## src/sv/stscan_pkg.sv

```systemverilog
// Shared types, token kind codes and character classes for the source token scanner.
// No dependencies; imported by source_token_scanner_unit.
package stscan_pkg;

    localparam int MAX_COMMENT_DEPTH = 15;
    localparam int OFFSET_BITS       = 24;
    localparam int LINE_BITS         = 16;
    localparam int LEN_BITS          = 16;
    localparam int KIND_BITS         = 6;
    localparam int DEPTH_BITS        = $clog2(MAX_COMMENT_DEPTH + 1);
    localparam int PREFIX_BYTES      = 6;
    localparam int KW_COUNT          = 13;
    localparam int FIFO_DEPTH        = 4;
    localparam int FIFO_AW           = $clog2(FIFO_DEPTH);

    localparam logic [LINE_BITS-1:0]  LINE_TOP = {LINE_BITS{1'b1}};
    localparam logic [LEN_BITS-1:0]   LEN_TOP  = {LEN_BITS{1'b1}};
    localparam logic [DEPTH_BITS-1:0] DEPTH_TOP = DEPTH_BITS'(MAX_COMMENT_DEPTH);

    typedef enum logic [3:0] {
        M_IDLE,
        M_IDENT,
        M_INT,
        M_FRAC,
        M_HELD,
        M_LINE,
        M_BLOCK,
        M_BSTAR,
        M_BSLASH
    } lex_mode_t;

    // token kinds
    localparam logic [KIND_BITS-1:0] TK_EOF     = 6'd0;
    localparam logic [KIND_BITS-1:0] TK_ERROR   = 6'd1;
    localparam logic [KIND_BITS-1:0] TK_IDENT   = 6'd2;
    localparam logic [KIND_BITS-1:0] TK_INT     = 6'd3;
    localparam logic [KIND_BITS-1:0] TK_DOUBLE  = 6'd4;
    localparam logic [KIND_BITS-1:0] TK_FLOAT   = 6'd5;
    localparam logic [KIND_BITS-1:0] TK_LPAREN  = 6'd6;
    localparam logic [KIND_BITS-1:0] TK_RPAREN  = 6'd7;
    localparam logic [KIND_BITS-1:0] TK_LBRACE  = 6'd8;
    localparam logic [KIND_BITS-1:0] TK_RBRACE  = 6'd9;
    localparam logic [KIND_BITS-1:0] TK_LBRACK  = 6'd10;
    localparam logic [KIND_BITS-1:0] TK_RBRACK  = 6'd11;
    localparam logic [KIND_BITS-1:0] TK_SEMI    = 6'd12;
    localparam logic [KIND_BITS-1:0] TK_COMMA   = 6'd13;
    localparam logic [KIND_BITS-1:0] TK_DOT     = 6'd14;
    localparam logic [KIND_BITS-1:0] TK_MINUS   = 6'd15;
    localparam logic [KIND_BITS-1:0] TK_PLUS    = 6'd16;
    localparam logic [KIND_BITS-1:0] TK_SLASH   = 6'd17;
    localparam logic [KIND_BITS-1:0] TK_STAR    = 6'd18;
    localparam logic [KIND_BITS-1:0] TK_ASSIGN  = 6'd19;
    localparam logic [KIND_BITS-1:0] TK_NEWLINE = 6'd21;
    localparam logic [KIND_BITS-1:0] TK_NOT     = 6'd22;
    localparam logic [KIND_BITS-1:0] TK_LT      = 6'd24;
    localparam logic [KIND_BITS-1:0] TK_GT      = 6'd26;
    localparam logic [KIND_BITS-1:0] TK_KW_BASE = 6'd28;

    // characters
    localparam logic [7:0] CH_NUL    = 8'h00;
    localparam logic [7:0] CH_TAB    = 8'h09;
    localparam logic [7:0] CH_LF     = 8'h0A;
    localparam logic [7:0] CH_CR     = 8'h0D;
    localparam logic [7:0] CH_SPACE  = 8'h20;
    localparam logic [7:0] CH_BANG   = 8'h21;
    localparam logic [7:0] CH_LPAREN = 8'h28;
    localparam logic [7:0] CH_RPAREN = 8'h29;
    localparam logic [7:0] CH_STAR   = 8'h2A;
    localparam logic [7:0] CH_PLUS   = 8'h2B;
    localparam logic [7:0] CH_COMMA  = 8'h2C;
    localparam logic [7:0] CH_MINUS  = 8'h2D;
    localparam logic [7:0] CH_DOT    = 8'h2E;
    localparam logic [7:0] CH_SLASH  = 8'h2F;
    localparam logic [7:0] CH_SEMI   = 8'h3B;
    localparam logic [7:0] CH_LT     = 8'h3C;
    localparam logic [7:0] CH_EQ     = 8'h3D;
    localparam logic [7:0] CH_GT     = 8'h3E;
    localparam logic [7:0] CH_LBRACK = 8'h5B;
    localparam logic [7:0] CH_RBRACK = 8'h5D;
    localparam logic [7:0] CH_UNDER  = 8'h5F;
    localparam logic [7:0] CH_LOW_F  = 8'h66;
    localparam logic [7:0] CH_LBRACE = 8'h7B;
    localparam logic [7:0] CH_RBRACE = 8'h7D;

    // keyword text, first byte lowest
    localparam logic [8*PREFIX_BYTES-1:0] KW_TEXT [KW_COUNT] = '{
        48'h000000646E61,  // and
        48'h000000796E61,  // any
        48'h00006F747561,  // auto
        48'h000000666564,  // def
        48'h000065736C65,  // else
        48'h0065736C6166,  // false
        48'h000000726F66,  // for
        48'h000000006669,  // if
        48'h00006C6C756E,  // null
        48'h00000000726F,  // or
        48'h6E7275746572,  // return
        48'h000065757274,  // true
        48'h00656C696877   // while
    };
    localparam logic [2:0] KW_LEN [KW_COUNT] = '{
        3'd3, 3'd3, 3'd4, 3'd3, 3'd4, 3'd5, 3'd3, 3'd2, 3'd4, 3'd2, 3'd6, 3'd4, 3'd5
    };

    typedef struct packed {
        logic [LINE_BITS-1:0]   line_number;
        logic [LEN_BITS-1:0]    token_length;
        logic [OFFSET_BITS-1:0] token_start;
        logic [KIND_BITS-1:0]   token_kind;
    } token_t;

    typedef struct packed {
        logic   last;
        token_t tok;
    } out_entry_t;

    function automatic logic is_alpha(input logic [7:0] c);
        return (c >= 8'h61 && c <= 8'h7A) || (c >= 8'h41 && c <= 8'h5A);
    endfunction

    function automatic logic is_digit(input logic [7:0] c);
        return c >= 8'h30 && c <= 8'h39;
    endfunction

    function automatic logic is_word(input logic [7:0] c);
        return is_alpha(c) || is_digit(c) || c == CH_UNDER;
    endfunction

    function automatic logic is_held_op(input logic [7:0] c);
        return c == CH_EQ || c == CH_BANG || c == CH_LT || c == CH_GT || c == CH_SLASH;
    endfunction

    function automatic logic [KIND_BITS-1:0] kw_kind(input logic [LEN_BITS-1:0] len,
                                                     input logic [8*PREFIX_BYTES-1:0] text);
        logic [KIND_BITS-1:0] kind;
        kind = TK_IDENT;
        for (int i = 0; i < KW_COUNT; i++) begin
            if (len == LEN_BITS'(KW_LEN[i]) && text == KW_TEXT[i]) begin
                kind = TK_KW_BASE + KIND_BITS'(i);
            end
        end
        return kind;
    endfunction

    function automatic logic [KIND_BITS-1:0] held_kind(input logic [7:0] op);
        logic [KIND_BITS-1:0] kind;
        case (op)
            CH_EQ:   kind = TK_ASSIGN;
            CH_BANG: kind = TK_NOT;
            CH_LT:   kind = TK_LT;
            CH_GT:   kind = TK_GT;
            default: kind = TK_SLASH;
        endcase
        return kind;
    endfunction

    function automatic logic [KIND_BITS-1:0] single_kind(input logic [7:0] c);
        logic [KIND_BITS-1:0] kind;
        case (c)
            CH_LPAREN: kind = TK_LPAREN;
            CH_RPAREN: kind = TK_RPAREN;
            CH_LBRACE: kind = TK_LBRACE;
            CH_RBRACE: kind = TK_RBRACE;
            CH_LBRACK: kind = TK_LBRACK;
            CH_RBRACK: kind = TK_RBRACK;
            CH_SEMI:   kind = TK_SEMI;
            CH_COMMA:  kind = TK_COMMA;
            CH_DOT:    kind = TK_DOT;
            CH_MINUS:  kind = TK_MINUS;
            CH_PLUS:   kind = TK_PLUS;
            CH_STAR:   kind = TK_STAR;
            default:   kind = TK_ERROR;
        endcase
        return kind;
    endfunction

endpackage

```

## src/sv/source_token_scanner_unit.sv

```systemverilog
// Source token scanner: one source byte in, up to two tokens out, through a 4-entry queue.
// Depends on stscan_pkg (kind codes, character classes, keyword table, token struct).
//
//  channel | dir | tdata (low bit first)                                    | tlast
//  --------+-----+----------------------------------------------------------+---------------
//  s_      | in  | ch[7:0]                                                  | -
//  m_      | out | token_kind[5:0] start[29:6] length[45:30] line[61:46] 0  | last_of_run
//
// One byte is taken every cycle while s_tready is high; its tokens land in the queue in the same edge.
// The lexer state and the queue pointers are the only loop; throughput is one byte per
// cycle while the queue has two free slots, so bytes that yield two tokens fill the queue
// faster than the consumer can drain it, and can stall the input.
// Reset clears the lexer state and empties the queue; a byte 0 returns the lexer to it.
module source_token_scanner_unit
    import stscan_pkg::*;
(
    input  logic        clk,
    input  logic        rst_n,
    input  logic        s_tvalid,
    output logic        s_tready,
    input  logic [7:0]  s_tdata,   // ch[7:0]
    output logic        m_tvalid,
    input  logic        m_tready,
    output logic [63:0] m_tdata,   // kind[5:0], start[29:6], length[45:30], line[61:46]
    output logic        m_tlast
);

    lex_mode_t                 mode_reg, mode_next;
    logic [OFFSET_BITS-1:0]    pstart_reg, pstart_next;
    logic [OFFSET_BITS-1:0]    pos_reg, pos_next;
    logic [LEN_BITS-1:0]       plen_reg, plen_next;
    logic [LINE_BITS-1:0]      line_reg, line_next;
    logic [8*PREFIX_BYTES-1:0] prefix_reg, prefix_next;
    logic [DEPTH_BITS-1:0]     depth_reg, depth_next;
    logic [7:0]                held_reg, held_next;

    logic [7:0]            ch;
    logic                  in_acc;
    logic [LEN_BITS-1:0]   plen_inc;
    logic [LINE_BITS-1:0]  line_bump;
    logic [DEPTH_BITS-1:0] depth_dec;

    logic                  p_v, f_v, do_fresh;
    logic [KIND_BITS-1:0]  p_kind, f_kind;
    logic [LEN_BITS-1:0]   p_len, f_len;
    logic [LINE_BITS-1:0]  f_line;
    token_t                p_tok, f_tok;
    out_entry_t            slot0, slot1;
    logic [1:0]            push_n;

    out_entry_t            fifo_reg [FIFO_DEPTH];
    logic [FIFO_AW-1:0]    wr_reg, rd_reg;
    logic [FIFO_AW:0]      cnt_reg;
    logic                  pop;

    assign ch        = s_tdata;
    assign in_acc    = s_tvalid && s_tready;
    assign plen_inc  = (plen_reg == LEN_TOP) ? plen_reg : plen_reg + 1'b1;
    assign line_bump = (line_reg == LINE_TOP) ? line_reg : line_reg + 1'b1;
    assign depth_dec = (depth_reg == '0) ? depth_reg : depth_reg - 1'b1;

    // token emission
    always_comb
    begin
        p_v      = 1'b0;
        p_kind   = TK_IDENT;
        p_len    = plen_reg;
        do_fresh = 1'b0;
        if (ch == CH_NUL)
        begin
            unique case (mode_reg) inside
                M_IDENT:
                begin
                    p_v    = 1'b1;
                    p_kind = kw_kind(plen_reg, prefix_reg);
                end
                M_INT:
                begin
                    p_v    = 1'b1;
                    p_kind = TK_INT;
                end
                M_FRAC:
                begin
                    p_v    = 1'b1;
                    p_kind = TK_DOUBLE;
                end
                M_HELD:
                begin
                    p_v    = 1'b1;
                    p_kind = held_kind(held_reg);
                    p_len  = LEN_BITS'(1);
                end
                default: ;
            endcase
        end
        else
        begin
            unique case (mode_reg) inside
                M_IDLE:
                    do_fresh = 1'b1;
                M_IDENT:
                    if (!is_word(ch))
                    begin
                        p_v = 1'b1;
                        if (ch == CH_BANG)
                        begin
                            p_kind = TK_IDENT;
                            p_len  = plen_inc;
                        end
                        else
                        begin
                            p_kind   = kw_kind(plen_reg, prefix_reg);
                            do_fresh = 1'b1;
                        end
                    end
                M_INT:
                    if (!is_digit(ch) && ch != CH_DOT)
                    begin
                        p_v      = 1'b1;
                        p_kind   = TK_INT;
                        do_fresh = 1'b1;
                    end
                M_FRAC:
                    if (!is_digit(ch))
                    begin
                        p_v = 1'b1;
                        if (ch == CH_LOW_F)
                        begin
                            p_kind = TK_FLOAT;
                            p_len  = plen_inc;
                        end
                        else
                        begin
                            p_kind   = TK_DOUBLE;
                            do_fresh = 1'b1;
                        end
                    end
                M_HELD:
                    if (held_reg == CH_SLASH)
                    begin
                        if (ch != CH_SLASH && ch != CH_STAR)
                        begin
                            p_v      = 1'b1;
                            p_kind   = TK_SLASH;
                            p_len    = LEN_BITS'(1);
                            do_fresh = 1'b1;
                        end
                    end
                    else if (ch == CH_EQ)
                    begin
                        p_v    = 1'b1;
                        p_kind = held_kind(held_reg) + 1'b1;
                        p_len  = LEN_BITS'(2);
                    end
                    else
                    begin
                        p_v      = 1'b1;
                        p_kind   = held_kind(held_reg);
                        p_len    = LEN_BITS'(1);
                        do_fresh = 1'b1;
                    end
                M_LINE:
                    do_fresh = (ch == CH_LF);
                default: ;
            endcase
        end

        f_v    = 1'b0;
        f_kind = TK_ERROR;
        f_len  = LEN_BITS'(1);
        f_line = (ch == CH_LF) ? line_bump : line_reg;
        if (ch == CH_NUL)
        begin
            f_v    = 1'b1;
            f_kind = TK_EOF;
            f_len  = '0;
        end
        else if (do_fresh)
        begin
            if (ch == CH_LF)
            begin
                f_v    = 1'b1;
                f_kind = TK_NEWLINE;
            end
            else if (!(ch == CH_SPACE || ch == CH_CR || ch == CH_TAB || is_word(ch)
                       || is_held_op(ch)))
            begin
                f_v    = 1'b1;
                f_kind = single_kind(ch);
            end
        end
    end

    // lexer next state
    always_comb
    begin
        mode_next   = mode_reg;
        pstart_next = pstart_reg;
        pos_next    = pos_reg + 1'b1;
        plen_next   = plen_reg;
        line_next   = line_reg;
        prefix_next = prefix_reg;
        depth_next  = depth_reg;
        held_next   = held_reg;
        if (ch == CH_NUL)
        begin
            mode_next   = M_IDLE;
            pstart_next = '0;
            pos_next    = '0;
            plen_next   = '0;
            line_next   = LINE_BITS'(1);
            prefix_next = '0;
            depth_next  = '0;
            held_next   = '0;
        end
        else
        begin
            unique case (mode_reg) inside
                M_IDENT:
                    if (is_word(ch) || ch == CH_BANG)
                    begin
                        if (plen_reg < LEN_BITS'(PREFIX_BYTES))
                        begin
                            prefix_next[{plen_reg[2:0], 3'b000} +: 8] = ch;
                        end
                        plen_next = plen_inc;
                        if (ch == CH_BANG)
                        begin
                            mode_next = M_IDLE;
                        end
                    end
                M_INT:
                    if (is_digit(ch) || ch == CH_DOT)
                    begin
                        plen_next = plen_inc;
                        if (ch == CH_DOT)
                        begin
                            mode_next = M_FRAC;
                        end
                    end
                M_FRAC:
                    if (is_digit(ch) || ch == CH_LOW_F)
                    begin
                        plen_next = plen_inc;
                        if (ch == CH_LOW_F)
                        begin
                            mode_next = M_IDLE;
                        end
                    end
                M_HELD:
                    if (held_reg == CH_SLASH)
                    begin
                        if (ch == CH_SLASH)
                        begin
                            mode_next = M_LINE;
                        end
                        else if (ch == CH_STAR)
                        begin
                            mode_next  = M_BLOCK;
                            depth_next = DEPTH_BITS'(1);
                        end
                    end
                    else if (ch == CH_EQ)
                    begin
                        mode_next = M_IDLE;
                    end
                M_BLOCK, M_BSTAR, M_BSLASH:
                    if (ch == CH_LF)
                    begin
                        line_next = line_bump;
                        mode_next = M_BLOCK;
                    end
                    else if (mode_reg == M_BSTAR && ch == CH_SLASH)
                    begin
                        depth_next = depth_dec;
                        mode_next  = (depth_dec == '0) ? M_IDLE : M_BLOCK;
                    end
                    else if (mode_reg == M_BSLASH && ch == CH_STAR)
                    begin
                        if (depth_reg < DEPTH_TOP)
                        begin
                            depth_next = depth_reg + 1'b1;
                        end
                        mode_next = M_BLOCK;
                    end
                    else if (ch == CH_STAR)
                    begin
                        mode_next = M_BSTAR;
                    end
                    else if (ch == CH_SLASH)
                    begin
                        mode_next = M_BSLASH;
                    end
                    else
                    begin
                        mode_next = M_BLOCK;
                    end
                default: ;
            endcase

            if (do_fresh)
            begin
                mode_next = M_IDLE;
                if (is_alpha(ch) || ch == CH_UNDER || is_digit(ch) || is_held_op(ch))
                begin
                    mode_next   = is_digit(ch) ? M_INT : (is_held_op(ch) ? M_HELD : M_IDENT);
                    pstart_next = pos_reg;
                    plen_next   = LEN_BITS'(1);
                    prefix_next = {{(8*PREFIX_BYTES-8){1'b0}}, ch};
                    if (is_held_op(ch))
                    begin
                        held_next = ch;
                    end
                end
                else if (ch == CH_LF)
                begin
                    line_next = line_bump;
                end
            end
        end
    end

    always_ff @(posedge clk or negedge rst_n)
    begin
        if (!rst_n)
        begin
            mode_reg   <= M_IDLE;
            pstart_reg <= '0;
            pos_reg    <= '0;
            plen_reg   <= '0;
            line_reg   <= LINE_BITS'(1);
            prefix_reg <= '0;
            depth_reg  <= '0;
            held_reg   <= '0;
        end
        else if (in_acc)
        begin
            mode_reg   <= mode_next;
            pstart_reg <= pstart_next;
            pos_reg    <= pos_next;
            plen_reg   <= plen_next;
            line_reg   <= line_next;
            prefix_reg <= prefix_next;
            depth_reg  <= depth_next;
            held_reg   <= held_next;
        end
    end

    // result queue
    always_comb
    begin
        p_tok = '{line_number: line_reg, token_length: p_len,
                  token_start: pstart_reg, token_kind: p_kind};
        f_tok = '{line_number: f_line, token_length: f_len,
                  token_start: pos_reg, token_kind: f_kind};
        slot0 = '{last: !(p_v && f_v), tok: (p_v ? p_tok : f_tok)};
        slot1 = '{last: 1'b1, tok: f_tok};
        push_n = in_acc ? ({1'b0, p_v} + {1'b0, f_v}) : 2'd0;
    end

    assign pop      = m_tvalid && m_tready;
    assign s_tready = (cnt_reg <= (FIFO_AW+1)'(FIFO_DEPTH - 2));
    assign m_tvalid = (cnt_reg != '0);
    assign m_tdata  = {2'b00, fifo_reg[rd_reg].tok};
    assign m_tlast  = fifo_reg[rd_reg].last;

    always_ff @(posedge clk)
    begin
        if (push_n != 2'd0)
        begin
            fifo_reg[wr_reg] <= slot0;
        end
        if (push_n == 2'd2)
        begin
            fifo_reg[wr_reg + 1'b1] <= slot1;
        end
    end

    always_ff @(posedge clk or negedge rst_n)
    begin
        if (!rst_n)
        begin
            wr_reg  <= '0;
            rd_reg  <= '0;
            cnt_reg <= '0;
        end
        else
        begin
            wr_reg  <= wr_reg + FIFO_AW'(push_n);
            rd_reg  <= rd_reg + FIFO_AW'(pop);
            cnt_reg <= cnt_reg + (FIFO_AW+1)'(push_n) - (FIFO_AW+1)'(pop);
        end
    end

    a_queue_bound: assert property (@(posedge clk) disable iff (!rst_n)
        cnt_reg <= (FIFO_AW+1)'(FIFO_DEPTH))
        else $error("result queue overflow");

    a_eof_resets: assert property (@(posedge clk) disable iff (!rst_n)
        (in_acc && s_tdata == CH_NUL) |=> (mode_reg == M_IDLE && pos_reg == '0
                                          && line_reg == LINE_BITS'(1)))
        else $error("end of input did not return lexer to idle");

    a_block_depth: assert property (@(posedge clk) disable iff (!rst_n)
        (mode_reg == M_BLOCK || mode_reg == M_BSTAR || mode_reg == M_BSLASH)
        == (depth_reg != '0))
        else $error("comment depth out of step with comment mode");

    a_two_token_last: assert property (@(posedge clk) disable iff (!rst_n)
        (push_n == 2'd2) |-> (!slot0.last && slot1.last))
        else $error("two-token request with wrong last marking");

endmodule

```

## config.mk

```make
export PLATFORM = sky130hd
export DESIGN_NAME = source_token_scanner_unit
export DESIGN_NICKNAME = d
export VERILOG_FILES = /design/src/sv/stscan_pkg.sv /design/src/sv/source_token_scanner_unit.sv
export SDC_FILE = /design/constraint.sdc
export NUM_CORES = 1
export LEC_CHECK = 0
export ABC_AREA = 1
export BUFFER_PORTS_ARGS = -buffer_cell sky130_fd_sc_hd__buf_4
export CAP_MARGIN = 20
export CORE_MARGIN = 8
export CORE_UTILIZATION = 45
export CTS_CLUSTER_DIAMETER = 80
export DETAILED_ROUTE_END_ITERATION = 16
export PLACE_DENSITY = 0.74
export SLEW_MARGIN = 5
export SYNTH_ARGS = -nofsm -noshare
export SYNTH_HDL_FRONTEND = slang
export SYNTH_SLANG_ARGS = --single-unit
```

## constraint.sdc

```tcl
create_clock -name clk -period 3.95 [get_ports clk]
set_input_delay 0.79 -clock clk [delete_from_list [all_inputs] [get_ports clk]]
set_output_delay 0.79 -clock clk [all_outputs]
set_load 0.05 [all_outputs]
```

# Yosys cells after proc, flatten, opt, wreduce, memory -nomap -nowiden
# Memories as Yosys holds them, arrays and structs flattened.
# Index checks and enable logic that the tools add are counted.
# word_totals
regBits	151
ramBits	252
input_bits	12
n_memories	1
# op_classes
n_addsub	13
order_cmp	9
eq_ne	74
n_shift	2
muxes	133
n_reduce_logical	59
# memory_table
memory	words	word_bits	rd	rd_clocked_by_memory_dff	wr	line	text
fifo_reg	4	63	1	0	2	source_token_scanner_unit.sv:51	out_entry_t fifo_reg [FIFO_DEPTH];
# op_table
operator	count
2-to-1 mux 16 bit	22
2-to-1 mux 48 bit	6
equality test 48 x 23 -> 1 bit (second input constant)	4
equality test 48 x 31 -> 1 bit (second input constant)	4
equality test 8 x 6 -> 1 bit (second input constant)	19
2-to-1 mux 6 bit	21
2-to-1 mux 4 bit	26
equality test 48 x 15 -> 1 bit (second input constant)	2
equality test 48 x 39 -> 1 bit (second input constant)	2
2-to-1 mux 24 bit	4
one-hot mux 16 bit (3 select lines)	2
2-to-1 mux 62 bit	1
one-hot mux 5 bit (12 select lines)	1
bitwise mux 48 bit	1
equality test 16 x 3 -> 1 bit (second input constant)	3
equality test 48 x 47 -> 1 bit (second input constant)	1
equality test 8 x 7 -> 1 bit (second input constant)	6
one-hot mux 6 bit (4 select lines)	2
variable shift 8 x 8 -> 48 bit (first input constant)	1
variable part select 8 x 8 -> 48 bit	1
adder 16 x 1 -> 16 bit (second input constant)	2
equality test 16 bit (second input constant)	2
equality test 16 x 2 -> 1 bit (second input constant)	2
2-to-1 mux 8 bit	4
54 further kinds	151

# Longest topological paths before layout
# Gate-level depths: netlist of run 1.
# logic_depth
ltp_word	20
mapped_depth	24
mapped_depth_nobuf	23

# Worst setup path after synthesis of run 1
# OpenSTA, ideal clock, no wires.
# synth_timing
path_kind	input-to-reg
from	input s_tdata[3]
to	memory fifo_reg[0][0] (netlist bit) (enable)
setup_ns	0.401
arrival_time_ns	4.378
required_time_ns	3.549
path_slack_ns	-0.829
path_stages	22
cell_sequence	buf_4 -> nor2_1 -> nand2_1 -> nand2_1 -> nand2_1 -> inv_1 -> nand2_1 -> nand2_1 -> nand3_1 -> nand3b_4 -> buf_2 -> buf_2 -> buf_4 -> ha_1 -> inv_1 -> nor2_1 -> inv_1 -> nor2_1 -> inv_1 -> nor2_2 -> nor2_1 -> inv_1
# synth_rtl
element	line	text
from (decl)	source_token_scanner_unit.sv:21	input logic [7:0] s_tdata,
to (decl)	source_token_scanner_unit.sv:51	

# Final worst setup path of run 1
# layout_timing
from	register rd_reg[0]
to	output m_tdata[58]
# layout_between
elab_chain_len	1
# layout_rtl
element	line	text
from (decl)	source_token_scanner_unit.sv:52	logic [FIFO_AW-1:0] wr_reg, rd_reg;
from (signal assigned)	source_token_scanner_unit.sv:390	rd_reg <= rd_reg + FIFO_AW'(pop);
memory (4 x 63 bit)	--	
to (decl)	source_token_scanner_unit.sv:24	output logic [63:0] m_tdata,
# Every way passes these cells.

==> impl_metrics.csv, run 1 <==
group,metric,value,unit
outcome,status,"finished, final reports clean",
route,drc,0,
critical_path,cp_data_required_time,3160,ps
sta,grt_setup_unrepaired,"false",
clock_tree,postCtsSetupRepairBufs,0,
synth,synthesis.area,0.02323,mm²
floorplan,fp.dieH,243.2,µm
critical_path,path_depth,5,
grt,antenna_found_initial,0,
power_and_ir_drop,total_power,22.19,mW
clock_tree,cts.sinks,403,
power_and_ir_drop,ir_worst_vdd,0.0004505,V
placement,io_buffers,76,
finish,fillers,4842,
critical_path,cp_max_fo,76,
sta,finalMaxSlewViolations,0,
critical_path,startpoint,"rd_reg[0]",
placement,place_hpwl,48750,µm
route,wl,74460,µm
sta,fmax,0.2813,GHz
grt,grtUsageTotal,0.2440,
synth,synthCells,3070,
finish,layout-drive-gt1-share,0.1097,
clock_tree,postCtsResizedCells,0,
route,wl_per_cell,19.46,µm
clock_tree,clk_latency,590,ps
synth,syn_area_per_cell,7.568,µm²
route,drt-initial-drc-count,2654,
clock_tree,clockBufferDepth,3,
clock_tree,htreeDepth,2,
hold_path,hold_class,"in -> async",
finish,largest_reg_flops,252,
placement,place_congestion,0.9844,
route,vias,22530,
critical_path,rr_startpoint,"mode_reg[1]",
synth,seq_area_frac_synth,0.4591,
route,route.antenna.remaining_nets,0,
power_and_ir_drop,p_per_area,836.6,mW/mm²
critical_path,cpPeakStageDelay,640,ps
sta,finalCritPeriodShare,0.9001,
sta,relSlewSlack,0.3582,
synth,yosys_register_bits,403,
floorplan,initial_core_util,0.4538,
grt,overflow,0,
critical_path,worst_path_max_delay_cell,"dfrtp_4",
critical_path,cpLargestDelayFamily,"buffers and inverters",
clock_tree,cts_buffers,44,
floorplan,dieArea,0.05916,mm²
run,cap_violations,0,
sta,setup_tns,0,ps
power_and_ir_drop,leakagePower,10.86,nW
critical_path,cp-start-kind,"register",
floorplan,num_rows,83,
clock_tree,tritoncts,"yes",
grt,grt_pass1_vias,21050,
sta,fin_ws,394.5,ps
synth,yosysWarnings,0,
critical_path,regToRegSetupSlack,470,ps
floorplan,coreArea,0.05120,mm²
critical_path,crit_chain,"clkinv_2 -> buf_12 -> o21ai_0 -> o22ai_1 -> buf_4",
synth,synth_edf_count,184,
sta,period_needed,3556,ps
finish,multiInputGateArea,0.01125,mm²
critical_path,arrival,2770,ps
clock_tree,hold_buffers,0,
sta,finClkSkew,31.21,ps
synth,async_flop_share,0.3747,
grt,grt_max_degree,96,
critical_path,worstRegToRegCells,18,
placement,pre_cts_slack,74.46,ps
sta,setup-violations-final,0,
floorplan,io_pins,79,
route,dr.pass1.iters,6,
sta,finalHoldViolCount,0,
finish,final_nets,3139,
floorplan,die_w,243.2,µm
finish,antennaDiodeCount,0,
route,via_per_inst,5.888,
critical_path,r2r-end,"fifo_reg[1][21]",
synth,synth.distinct_cells,57,
critical_path,end_kind,"output pin",
grt,grt_pass1_wl,117700,µm
sta,max_slew.worst_pin.slew,962.8,ps
clock_tree,clk_pin_slew,70,ps
finish,area_growth,14.14,%
synth,synth_ff_type,"edfxtp_1",
clock_tree,cts-root-buf,"clkbuf_16",
critical_path,crit_type,"reg -> out",
finish,regArea,0.01067,mm²
critical_path,timing.critical_path.buf_inv,3,
## layout make-up
class | count | area share
Inverter | 222 | 0.03312
Clock buffer | 60 | 0.04657
Tap cell | 680 | 0.03208
Sequential cell | 403 | 0.4024
Clock inverter | 22 | 0.009672
Timing Repair Buffer | 154 | 0.05176
Multi-Input combinational cell | 2285 | 0.4244
## per-layer routing
metal / track usage / routed length, µm
met5: 0 / 0
met4: 0.08057 / 2194
met3: 0.04316 / 7146
met2: 0.3938 / 34140
met1: 0.3289 / 30980
## kinds of logic (layout without fill, tap and decap cells)
kind of cell / count (synthesis) / count (layout) / share of synthesized area
flip-flops: 403 / 403 / 0.4591
AO/OA/AOI/OAI: 748 / 748 / 0.1812
adder cells (fa/ha/maj): 17 / 17 / 0.009478
buffers and inverters: 383 / 458 / 0.06613
XOR/XNOR: 33 / 33 / 0.01244
AND/OR/NAND/NOR: 1485 / 1485 / 0.2715
other: 1 / 2 / 0.0001614
## how the worst max path moves through the flow
| stage | to | slack, ps |
|---|---|---|
| after floorplan | fifo_reg[1][0] | -50 |
| after global placement | fifo_reg[0][19] | 130 |
| after detailed placement | fifo_reg[0][19] | 70 |
| after CTS | m_tdata[3] | 400 |
| after global routing | fifo_reg[3][54] | 190 |
| final | m_tdata[58] | 390 |
## cells in the mapped netlist, drive strengths merged, types with 2 or more instances
cell type  number  area [µm²]
nor4            4       25.02
dfxtp          68        1361
nand3b         11       95.09
o22ai         232        1451
a31oi           4       25.02
nand2         767        2919
clkbuf        117       439.2
inv           202       758.2
edfxtp        184        5525
nor3           51       270.3
nand3         191       993.5
buf            44       262.8
xnor2           4       35.03
and3            2       12.51
and2            3       18.77
nor2          382        1510
ha             16       200.2
clkinv         20       76.32
a21oi          83       437.9
dfrtp         150        3754
xor2           29       254.0
o21ai         395        2018
nand4          71       444.2
o31ai           5       37.54
o2bb2ai        12       105.1
o211ai          8       60.06
a21boi          2       15.01
## power by group
part           switching, mW  leakage, nW  total (mW)  internal [mW]
clock network           1.79        0.735        4.27           2.48
logic                   8.34         5.92        11.6           3.22
registers              0.815         4.21        6.36           5.54
## through the flow
stage / hold slack [ps] / util / cell area, µm² / cells
2_1_floorplan: 420.9 / - / 23520 / 3071
3_3_place_gp: 432.5 / 0.4888 / 25030 / 3744
3_5_place_dp: 434.0 / 0.4888 / 25030 / 3744
4_1_cts: 359.4 / 0.5180 / 26520 / 3826
5_1_grt: 396.5 / 0.5180 / 26520 / 3826
6_report: 346.2 / 0.5180 / 26520 / 3826
## worst register-to-register path: stages, from the launching register on
cell and delay (ps):
dfrtp_1 440, inv_2 80, nor3_2 180, nand2_1 180
nor2_2 290, o21ai_4 110, nand3_4 100, nor2_4 50
nor3_2 260, ha_4 190, inv_1 50, nor2_2 190
inv_1 90, nor2_1 260, nand2_1 140, inv_2 170
nor2_4 60, clkinvlp_4 110, buf_12 210
## cells in the final DEF, fill, tap and decap left out, types with 10 or more instances in the layout
cell type and count:
nand2_1 745, nor2_1 354, o21ai_0 319, o22ai_1 232, edfxtp_1 184, nand3_1 183
inv_1 168, dfrtp_1 148, buf_4 136, a21oi_1 81, nand4_1 71, dfxtp_1 68
o21ai_1 64, nor3_1 47, clkbuf_16 45, xor2_1 29, inv_2 25, nor2_4 19
clkinv_1 19, buf_12 17, ha_1 15, nand2_2 14, o2bb2ai_1 12, o21ai_2 11
nand3b_1 10
Note: power is estimated with default switching activity, not from simulation.
==> run 2: changes to the inputs <==
--- a/config.mk
+++ b/config.mk
@@ -8,6 +8,7 @@
 export ABC_AREA = 1
 export BUFFER_PORTS_ARGS = -buffer_cell sky130_fd_sc_hd__buf_4
 export CAP_MARGIN = 20
+export CORE_ASPECT_RATIO = 1.75
 export CORE_MARGIN = 8
 export CORE_UTILIZATION = 45
 export CTS_CLUSTER_DIAMETER = 80
==> constraint.sdc (replaced) <==
create_clock -name clk -period 3.1 [get_ports clk]
set_input_delay 0.62 -clock clk [delete_from_list [all_inputs] [get_ports clk]]
set_output_delay 0.62 -clock clk [all_outputs]
set_load 0.05 [all_outputs]
==> run 2 against run 1 <==
Net effect:
- the flow now finishes with violations (setup timing)
- via count up 3.5%
- combinational power is 42% higher
- sequential power rose by 27%
- cell count increased by 4.2%
- critical path type is now reg -> reg
- largest cell class unchanged
- largest power group unchanged
==> impl_metrics.csv, run 2 (synthesized netlist as in run 1, its figures left out) <==
group,metric,value,unit
sta,finalCritPeriodShare,1.013,
power_and_ir_drop,total_power,29.55,mW
sta,finalMaxSlewViolations,0,
finish,instances_no_fill,3987,
grt,overflow,0,
clock_tree,htreeDepth,2,
floorplan,fp.dieH,316.6,µm
floorplan,die_w,187.8,µm
route,vias,23320,
critical_path,cp-start-kind,"register",
power_and_ir_drop,leakagePower,11.84,nW
critical_path,cpLargestDelayFamily,"simple AND/OR/NAND/NOR gates",
power_and_ir_drop,p_comb_frac,0.557,
finish,layout-drive-gt1-share,0.1719,
sta,relSlewSlack,0.5386,
grt,grtUsageTotal,0.2589,
floorplan,coreArea,0.05120,mm²
finish,antennaDiodeCount,0,
clock_tree,cts_buffers,38,
floorplan,initial_core_util,0.4538,
placement,placed_area,0.02624,mm²
sta,setup-violations-final,34,
power_and_ir_drop,seqPwrFrac,0.273,
finish,largest_reg_flops,252,
critical_path,crit_type,"reg -> reg",
placement,place_hpwl,56770,µm
finish,area_growth,21.86,%
route,wl_per_cell,20.52,µm
critical_path,cpPeakStageDelay,420,ps
power_and_ir_drop,internal-power,14.97,mW
finish,fillers,4717,
route,drt-initial-drc-count,2071,
sta,finalHoldViolCount,0,
finish,multiInputGateArea,0.01155,mm²
clock_tree,tritoncts,"yes",
floorplan,io_pins,79,
placement,io_buffers,76,
clock_tree,clk_pin_slew,70,ps
grt,grt_pass1_wl,122400,µm
route,via_per_inst,5.850,
floorplan,dieArea,0.05944,mm²
critical_path,timing.critical_path.buf_inv,5,
route,wl,81830,µm
critical_path,arrival,3570,ps
finish,final_nets,3314,
hold_path,hold_class,"in -> async",
power_and_ir_drop,switching_share,0.4932,
critical_path,end_kind,"register",
clock_tree,clockBufferDepth,3,
power_and_ir_drop,ir_worst_vdd,0.0007143,V
finish,final_common_cell,"nand2_1",
grt,grt_pass1_vias,22430,
power_and_ir_drop,pwr-share-clk,0.170,
finish,layout_common_cells,"741 x nand2_1, 345 x nor2_1, 319 x o21ai_0, 288 x buf_4, 204 x o22ai_1",
grt,grt_max_degree,93,
critical_path,crit_chain,"inv_2 -> nand2_2 -> nor2_2 -> nand2_2 -> nor2_2 -> buf_6 -> buf_6 -> nor2_4 -> nor2_4 -> nor2_4 -> nand3_4 -> nor2_4 -> nor3_4 -> ha_4 -> inv_2 -> nor2_4 -> inv_2 -> ha_1 -> fa_2 -> xnor2_2 -> xor2_1",
sta,fmax,0.3183,GHz
clock_tree,clk_latency,570,ps
sta,max_slew.worst_pin.slew,692.1,ps
grt,antenna_found_initial,0,
sta,finClkSkew,23.38,ps
power_and_ir_drop,p_per_area,1044,mW/mm²
sta,grt_setup_unrepaired,"true",
finish,post-route-cell-area,0.02831,mm²
critical_path,cpMostUsedCell,"nor2_4",
clock_tree,cts.sinks,403,
floorplan,num_rows,110,
clock_tree,cts-root-buf,"clkbuf_16",
route,route.antenna.remaining_nets,0,
power_and_ir_drop,p_switching,14.58,mW
sta,setup_tns,-422.6,ps
sta,fin_ws,-41.31,ps
outcome,status,"complete, but fails checks",
placement,numPlacedInstances,3885,
critical_path,cp_max_fo,3,
critical_path,worst_path_max_delay_cell,"fa_2",
critical_path,cp_data_required_time,3530,ps
route,drc,0,
run,cap_violations,0,
finish,regArea,0.01068,mm²
placement,place_congestion,1.008,
route,dr.pass1.iters,6,
outcome,violations,"setup timing",
sta,period_needed,3141,ps
## run 2: cell count changes in the layout (fill, tap and decap cells not counted), sizes merged
cell      previous run  this run
buf                154       327
clkinv              33        28
clkinvlp             6         5
clkbuf              60        57
inv                201       206
## run 2: through the flow
step	utilization	setup WS, ps	hold slack [ps]
final	0.5530	-41.31	37.22
after CTS	0.5408	-18.57	85.85
after floorplan	-	-732.5	324.4
after detailed placement	0.5124	-455.8	434.5
after global routing	0.5530	-203.2	83.79
after global placement	0.5124	-403.6	432.1
## run 2: power by group through the flow
stage,Combinational (mW),Clock (mW),Sequential [mW]
detailed placement,15.5,0,8.10
floorplan,10.4,0,7.79
CTS,15.7,5.04,8.02
finish,16.5,5.02,8.06
global route,17.7,5.24,8.20
global placement,15.3,0,8.06
## run 2: path summary, 6_finish.rpt
path / slack, ps / from / endpoint / cells after the start
worst min-delay path: 40 / rst_n / prefix_reg[46] / 1
worst min register to register: 450 / fifo_reg[2][34] / fifo_reg[2][34] / 2
max in group asynchronous: 2130 / rst_n / line_reg[0] / 2
min in group clk: 450 / fifo_reg[2][34] / fifo_reg[2][34] / 2
worst max-delay path: -40 / held_reg[6] / cnt_reg[2] / 21
worst max register to register: -40 / held_reg[6] / cnt_reg[2] / 21
## run 2: routing by layer
layer,share of wire,global-route usage,vias up
met3,0.064,0.03082,323
met1,0.34,0.2607,10890
met5,0,0,-
met4,0.085,0.2053,0
li1,-,-,11020
met2,0.51,0.4783,1086
## run 2: final cells by class
class,count,share of cell area
Sequential cell,403,0.3771
Timing Repair Buffer,335,0.1081
Inverter,222,0.03138
Clock buffer,49,0.03725
Clock inverter,21,0.008662
Multi-Input combinational cell,2285,0.4079
Tap cell,672,0.02970
## run 2: timing repair
action | in CTS | in global routing
pin swaps | 12 | 18
cloned | 1 | 11
hold buffers | 0 | 0
buffers inserted | 7 | 18
endpoints found under the setup margin | 312 | 447
gates resized for setup | 20 | 67
